<file path="src/rtl/rank_sort_by_key_macros.svh">
// Assertion macros for the rank sort RTL.
`ifndef RANK_SORT_BY_KEY_MACROS_SVH
`define RANK_SORT_BY_KEY_MACROS_SVH

// Same-cycle implication, disabled while reset is held.
`define RKS_ASSERT_NOW(lbl, clk, rst_n, ante, cons, msg) \
  lbl: assert property (@(posedge clk) disable iff (!rst_n) (ante) |-> (cons)) \
    else $error(msg);

// Next-cycle implication, disabled while reset is held.
`define RKS_ASSERT_NEXT(lbl, clk, rst_n, ante, cons, msg) \
  lbl: assert property (@(posedge clk) disable iff (!rst_n) (ante) |=> (cons)) \
    else $error(msg);

`endif

</file>
<file path="src/rtl/rks_pkg.sv">
// Package with types and constants for the rank sort block.
package rks_pkg;

  localparam int MAX_RECORDS = 8;
  localparam int KEY_W       = 32;
  localparam int PAY_W       = 32;

  typedef struct packed {
    logic signed [KEY_W-1:0] sort_key;
    logic        [PAY_W-1:0] record_payload;
    logic                    final_record;
  } in_item_t;

  typedef struct packed {
    logic signed [KEY_W-1:0] out_key;
    logic        [PAY_W-1:0] out_payload;
    logic                    out_last;
  } out_item_t;

  // One stored record as it sits in a cell.
  typedef struct packed {
    logic                    valid;
    logic signed [KEY_W-1:0] key;
    logic        [PAY_W-1:0] payload;
  } rks_entry_t;

  // Chain-wide control: insert shifts right from the insertion point,
  // drain shifts every cell one place toward the head.
  typedef struct packed {
    logic insert;
    logic drain;
  } rks_ctl_t;

endpackage

</file>
<file path="src/rtl/rank_sort_by_key.sv">
// Top level of the stable rank sorter: a chain of insertion cells.
//
//   Channel  Direction  Handshake            Payload
//   in_      input      in_valid/in_ready    rks_pkg::in_item_t
//   out_     output     out_valid/out_ready  rks_pkg::out_item_t
//
// Load: one record per cycle. Every cell compares its key to the arriving
// key in parallel; the chain stays sorted by shifting right from the
// insertion point. A record that meets a full chain is dropped.
// After the final record the block drains one result per cycle from the
// head cell, then takes records again; in_ready is low while draining.
// Reset (synchronous, rst_n low) empties the chain and selects load mode.
// A stall on out_ready holds the head cell and the whole chain.
module rank_sort_by_key (
  input  logic                 clk,
  input  logic                 rst_n,
  input  logic                 in_valid,
  output logic                 in_ready,
  input  rks_pkg::in_item_t    in_data,
  output logic                 out_valid,
  input  logic                 out_ready,
  output rks_pkg::out_item_t   out_data
);

  `include "rank_sort_by_key_macros.svh"

  localparam logic ST_LOAD  = 1'b0;
  localparam logic ST_DRAIN = 1'b1;

  logic                state_r, state_nxt;
  rks_pkg::rks_ctl_t   ctl;
  rks_pkg::rks_entry_t ent   [rks_pkg::MAX_RECORDS];
  logic                place [rks_pkg::MAX_RECORDS];
  logic [rks_pkg::MAX_RECORDS-1:0] valid_vec;
  logic [rks_pkg::MAX_RECORDS-1:0] valid_inc;
  logic                in_acc, out_acc, full;
  logic                last_acc;

  // Cells fill from the head, so the tail valid bit means full.
  assign full    = valid_vec[rks_pkg::MAX_RECORDS-1];
  assign in_ready  = (state_r == ST_LOAD);
  assign in_acc  = in_valid && in_ready;
  assign out_valid = (state_r == ST_DRAIN) && ent[0].valid;
  assign out_acc = out_valid && out_ready;

  // Drop the record when the chain is full; a final flag still counts.
  assign ctl.insert = in_acc && !full;
  assign ctl.drain  = out_acc;

  // The head cell is the output register.
  assign out_data.out_key     = ent[0].key;
  assign out_data.out_payload = ent[0].payload;
  assign out_data.out_last    = !ent[1].valid;

  always_comb begin
    state_nxt = state_r;
    case (state_r)
      ST_LOAD: begin
        if (in_acc && in_data.final_record) begin
          state_nxt = ST_DRAIN;
        end
      end
      ST_DRAIN: begin
        if (out_acc && out_data.out_last) begin
          state_nxt = ST_LOAD;
        end
      end
      default: state_nxt = ST_LOAD;
    endcase
  end

  always_ff @(posedge clk) begin
    if (!rst_n) begin
      state_r <= ST_LOAD;
    end else begin
      state_r <= state_nxt;
    end
  end

  // Build the chain: each cell sees its left and right neighbors.
  for (genvar i = 0; i < rks_pkg::MAX_RECORDS; i++) begin : g_cell
    rks_pkg::rks_entry_t left_ent, right_ent;
    logic                left_place;

    if (i == 0) begin : g_head
      assign left_ent   = '0;
      assign left_place = 1'b0;
    end else begin : g_mid
      assign left_ent   = ent[i-1];
      assign left_place = place[i-1];
    end

    if (i == rks_pkg::MAX_RECORDS-1) begin : g_tail
      assign right_ent = '0;
    end else begin : g_body
      assign right_ent = ent[i+1];
    end

    rks_cell u_cell (
      .clk         (clk),
      .rst_n       (rst_n),
      .ctl         (ctl),
      .new_key     (in_data.sort_key),
      .new_payload (in_data.record_payload),
      .left_ent    (left_ent),
      .left_place  (left_place),
      .right_ent   (right_ent),
      .ent         (ent[i]),
      .place       (place[i])
    );

    assign valid_vec[i] = ent[i].valid;
  end

  // A run of ones from bit zero turns into a single carry out when incremented.
  assign valid_inc = valid_vec + {{(rks_pkg::MAX_RECORDS-1){1'b0}}, 1'b1};
  assign last_acc  = out_acc && out_data.out_last;

  // Valid cells always form a contiguous run from the head.
  `RKS_ASSERT_NOW(a_valid_prefix, clk, rst_n, 1'b1,
    (valid_inc & valid_vec) == '0, "rks: gap in valid cells")
  // Never take input while results are on offer.
  `RKS_ASSERT_NOW(a_no_overlap, clk, rst_n, in_ready, !out_valid,
    "rks: load and drain overlap")
  // After the last result the block is ready to load again, chain empty.
  `RKS_ASSERT_NEXT(a_last_empties, clk, rst_n, last_acc,
    in_ready && (valid_vec == '0), "rks: chain not empty after last")
  // A record that meets a full chain leaves the chain unchanged.
  `RKS_ASSERT_NEXT(a_full_drop, clk, rst_n, in_acc && full, $stable(valid_vec),
    "rks: full chain changed on drop")

endmodule

</file>
<file path="src/rtl/rks_cell.sv">
// One cell of the sorted record chain.
module rks_cell (
  input  logic                      clk,
  input  logic                      rst_n,
  input  rks_pkg::rks_ctl_t         ctl,
  input  logic signed [rks_pkg::KEY_W-1:0] new_key,
  input  logic        [rks_pkg::PAY_W-1:0] new_payload,
  input  rks_pkg::rks_entry_t       left_ent,
  input  logic                      left_place,
  input  rks_pkg::rks_entry_t       right_ent,
  output rks_pkg::rks_entry_t       ent,
  output logic                      place
);

  logic                             valid_r, valid_nxt;
  logic signed [rks_pkg::KEY_W-1:0] key_r, key_nxt;
  logic        [rks_pkg::PAY_W-1:0] pay_r, pay_nxt;

  // Equal keys stay ahead of the new record, so ordering is stable.
  assign place = !valid_r || (key_r > new_key);

  assign ent = '{valid: valid_r, key: key_r, payload: pay_r};

  always_comb begin
    valid_nxt = valid_r;
    key_nxt   = key_r;
    pay_nxt   = pay_r;
    if (ctl.drain) begin
      valid_nxt = right_ent.valid;
      key_nxt   = right_ent.key;
      pay_nxt   = right_ent.payload;
    end else if (ctl.insert && place) begin
      if (left_place) begin
        valid_nxt = left_ent.valid;
        key_nxt   = left_ent.key;
        pay_nxt   = left_ent.payload;
      end else begin
        valid_nxt = 1'b1;
        key_nxt   = new_key;
        pay_nxt   = new_payload;
      end
    end
  end

  always_ff @(posedge clk) begin
    if (!rst_n) begin
      valid_r <= 1'b0;
    end else begin
      valid_r <= valid_nxt;
    end
  end

  always_ff @(posedge clk) begin
    key_r <= key_nxt;
    pay_r <= pay_nxt;
  end

endmodule

</file>
<file path="config.mk">
export PLATFORM = sky130hd
export DESIGN_NAME = rank_sort_by_key
export DESIGN_NICKNAME = d
export VERILOG_FILES = /design/src/rtl/rks_pkg.sv /design/src/rtl/rank_sort_by_key.sv /design/src/rtl/rks_cell.sv
export VERILOG_INCLUDE_DIRS = /design/src /design/src/rtl
export SDC_FILE = /design/constraint.sdc
export NUM_CORES = 1
export LEC_CHECK = 0
export ABC_CLOCK_PERIOD_IN_PS = 8850
export BUFFER_PORTS_ARGS = -buffer_cell sky130_fd_sc_hd__buf_2
export CORE_MARGIN = 2
export CORE_UTILIZATION = 45
export DETAILED_ROUTE_END_ITERATION = 16
export PLACE_DENSITY = 0.6
export SYNTH_ARGS = -nofsm -noshare
export SYNTH_HDL_FRONTEND = slang
export SYNTH_SLANG_ARGS = --single-unit
</file>
<file path="constraint.sdc">
create_clock -name clk -period 8.85 [get_ports clk]
set_input_delay 0.885 -clock clk [delete_from_list [all_inputs] [get_ports clk]]
set_output_delay 0.885 -clock clk [all_outputs]
set_load 0.02 [all_outputs]
</file>
==> impl_results.md <==
- Outcome: finished, final reports clean
- Clock transition at the registers of the reported paths: 60 ps
- Cell taking the most area after synthesis: edfxtp_1
- GR Overflow Total: 0
- Count leader, synth: edfxtp_1
- Maximum number of pins on one net before global-route repair: 255
- Total CTS buffers: 58
- Core Rows: between 90 and 100
- CTS sink count: 521
- Setup TNS: 0 ps
- Power per cell area: 223.2 nW/µm²
- Final hold violations: 0
- Crit-path cells: buf_2 > inv_1 > ha_1 > nand4_1 > nor4_1 > nor3b_1 > a21oi_1 > a21oi_4 > buf_4 > buf_4 > mux2i_1 > o21ai_0
- DR vias/cell: around 6.0
- Reg-to-Reg Start: g_cell[2].u_cell.key_r[29]
- Stages on the worst setup path: 12
- Die span in y: approximately 260 µm
- Crit-path max cell delay: a little over 900 ps
- RSZ-0062 raised after global routing: false
- CP Launch Point: in_data[64]
- Max-Cap Viols: 0
- Power consumption: 7.485 mW
- Post-synth top cells: 448 x edfxtp_1, 425 x a21oi_1, 384 x mux2i_1
- Post-synth EDFFs: 448
- VDD IR-drop max: 142.6 µV
- Critical R2R Capture: g_cell[3].u_cell.pay_r[17]
- Distinct cells, synth: 60
- Hold path startpoint: in_data[0]
- Place WS: 3037 ps
- Nets@finish: roughly 3.2k
- Hold Path End: state_r
- Post-CTS Setup Inserts: 0
- Syn_area_per_cell: 10.53 µm²
- Routed vias: 23.01k
- Sequential area share after synthesis: 48.72%
- Layout cells sized above 1: 11.29%
- Slew Viols, Final: 0
- Yosys top cell area share: ~44%
- DR DRC count: 0
- HP Class: in -> reg
- Post-detail-place hpwl: 55320 µm
- Total core area: 67280 µm²
- Startpoint types: input pin
- First-pass GRT wire length: 134900 µm
- Post-route insts no fill: 3811
- Hold Slack: just over 500 ps
- Total GRT Usage: 24.59%
- CTS Buffer Depth: 3
- Vias in the first global route: 22.35k
- H-tree depth: 2
- Setup Crit Path Kind: in -> reg
- Initial DRC count: 2065
- Die ar.: 70130 µm²
- WL per Instance: approximately 23 µm
- Maximum clock rate: 187.8 MHz
- Die X-Extent: approximately 260 µm
- Final ANT Viol Nets: 0
- Worst-path fanout max: 33
- Sequential standard cell area: around 15000 µm²
- R2R Setup Slk: 3710 ps
- Final Critical Period: 5324 ps
- CP endpoint kind: register
- Final period utilization: roughly three fifths
- Slowest-stage cell, CP: nor4_1
- Top Family by Delay on Critical Path: simple AND/OR/NAND/NOR gates
- Cell mode on critical path: buf_4
- FF-to-FF path depth: 10
- # port buffers: around 140
- WP data required: 9190 ps
- Detailed Route WL: just under 90000 µm
- Dpl cells: 3697
- Flops & latches, synth: 521
- Setup violations, final: 0
- Initial antenna violation count: 11
- Fillers: between 6k and 7k
- Synth area leaders: edfxtp_1 44%, mux2i_1 13%, ha_1 9.2%
- Setup ws final: 3526 ps
- Slew HR: 20.68%
- Syn Nets: 3199
- Worst Path Buf+Inv: 4
- Yosys warnings: 0
- Cells after synthesis: 2906
- Area of the multi-input gates: around 14000 µm²
- Initial core utilization: 45.50%
- Clk_skew: 21.50 ps
- Leak: 15.11 nW
- Most used DFF post-synth: edfxtp_1
- Area growth, synth to finish: 9.568%
- Worst Max-Slew Pin Slew: around 1200 ps
- Post-Syn Area: 30610 µm²
- Routability cong.: 0.9291
- Crit path DAT: about 5700 ps
- CTS Hold Bufs: 0
- Drt pass-1 iters: 5
- TritonCTS clock tree: done
- Async set-reset flop share out of synthesis: 0%
- Hold Path Stages: 3
- IO Pins: around 140
- Post-cts sizing count: 0
- Root buffer cell: clkbuf_16
- Insertion delay to the later sink of the worst-skew pair: 640 ps
==> state kept, by name (all words and copies together) (netlist names) <==
register               cells
g_cell.u_cell.key_r      256
g_cell.u_cell.pay_r      256
g_cell.u_cell.valid_r      8
state_r                    1
==> worst max path at each step <==
stage / end / slack, ps
6_report: g_cell[3].u_cell.pay_r[17] / 3530
4_1_cts: g_cell[3].u_cell.key_r[28] / 3700
2_1_floorplan: g_cell[0].u_cell.key_r[0] / 910
5_1_grt: g_cell[3].u_cell.pay_r[19] / 3470
3_5_place_dp: g_cell[3].u_cell.key_r[28] / 3040
3_3_place_gp: g_cell[3].u_cell.pay_r[13] / 3070
==> through the flow <==
stage | instance area [µm²] | util (%)
CTS | 33530 | 49.84
global placement | 31590 | 46.95
finish | 33540 | 49.85
detailed placement | 31590 | 46.95
floorplan | 30610 | -
global route | 33530 | 49.84
==> cell type report <==
| cell class | count | share of cell area [%] |
|---|---|---|
| Antenna cell | 5 | 0.03730 |
| Clock buffer | 85 | 4.898 |
| Clock inverter | 24 | 0.8916 |
| Inverter | 58 | 0.6491 |
| Multi-Input combinational cell | 2084 | 43.12 |
| Sequential cell | 521 | 44.48 |
| Tap cell | 873 | 3.257 |
| Timing Repair Buffer | 161 | 2.671 |
==> kinds of logic (layout without fill, tap and decap cells) <==
| kind of cell | Yosys count | count (layout) | synth area share, % |
|---|---|---|---|
| adder cells (fa/ha/maj) | 224 | 224 | 9.156 |
| flip-flops | 521 | 521 | 48.72 |
| AO/OA/AOI/OAI | 822 | 822 | 16.32 |
| other | 0 | 5 | 0 |
| buffers and inverters | 301 | 328 | 4.512 |
| AND/OR/NAND/NOR | 654 | 654 | 8.739 |
| multiplexers | 384 | 384 | 12.56 |
==> power breakdown <==
| group | switching (mW) | internal (mW) |
|---|---|---|
| logic | 0.917 | 0.589 |
| registers | 0.292 | 3.19 |
| clock network | 1.04 | 1.46 |
==> per-layer routing <==
layer / GRT usage (%) / wire (µm)
met1: 34.26 / 39620
met2: 38.77 / 39750
met3: 4.245 / 5773
met4: 8.352 / 2652
met5: 0 / 46
==> worst register-to-register path, cell delays in order, from the launching register on <==
cell      delay, ps
edfxtp_1        450
ha_1            340
nand4_1         270
nor4_1          910
nor3b_1         740
a21oi_1         230
a21oi_4         170
buf_4           610
buf_4           730
mux2i_1         300
o21ai_0         100
==> layout by cell type, fill, tap and decap left out, types with 7 or more instances in the layout <==
master | synthesis | routed
clkbuf_8 | 0 | 9
nor3_1 | 9 | 9
o21ai_0 | 198 | 198
o22a_1 | 63 | 63
nand2_4 | 0 | 7
clkinv_2 | 0 | 11
buf_2 | 27 | 135
a21oi_1 | 425 | 423
mux2i_1 | 384 | 384
inv_1 | 58 | 58
o221a_2 | 58 | 58
clkbuf_16 | 0 | 58
clkbuf_1 | 179 | 18
nand4_1 | 40 | 40
edfxtp_1 | 448 | 448
a211oi_1 | 11 | 11
buf_4 | 21 | 24
nand3_1 | 18 | 18
dfxtp_1 | 73 | 72
nand2_1 | 281 | 274
nor2_1 | 279 | 279
ha_1 | 224 | 224
Note: power is estimated with default switching activity, not from simulation.
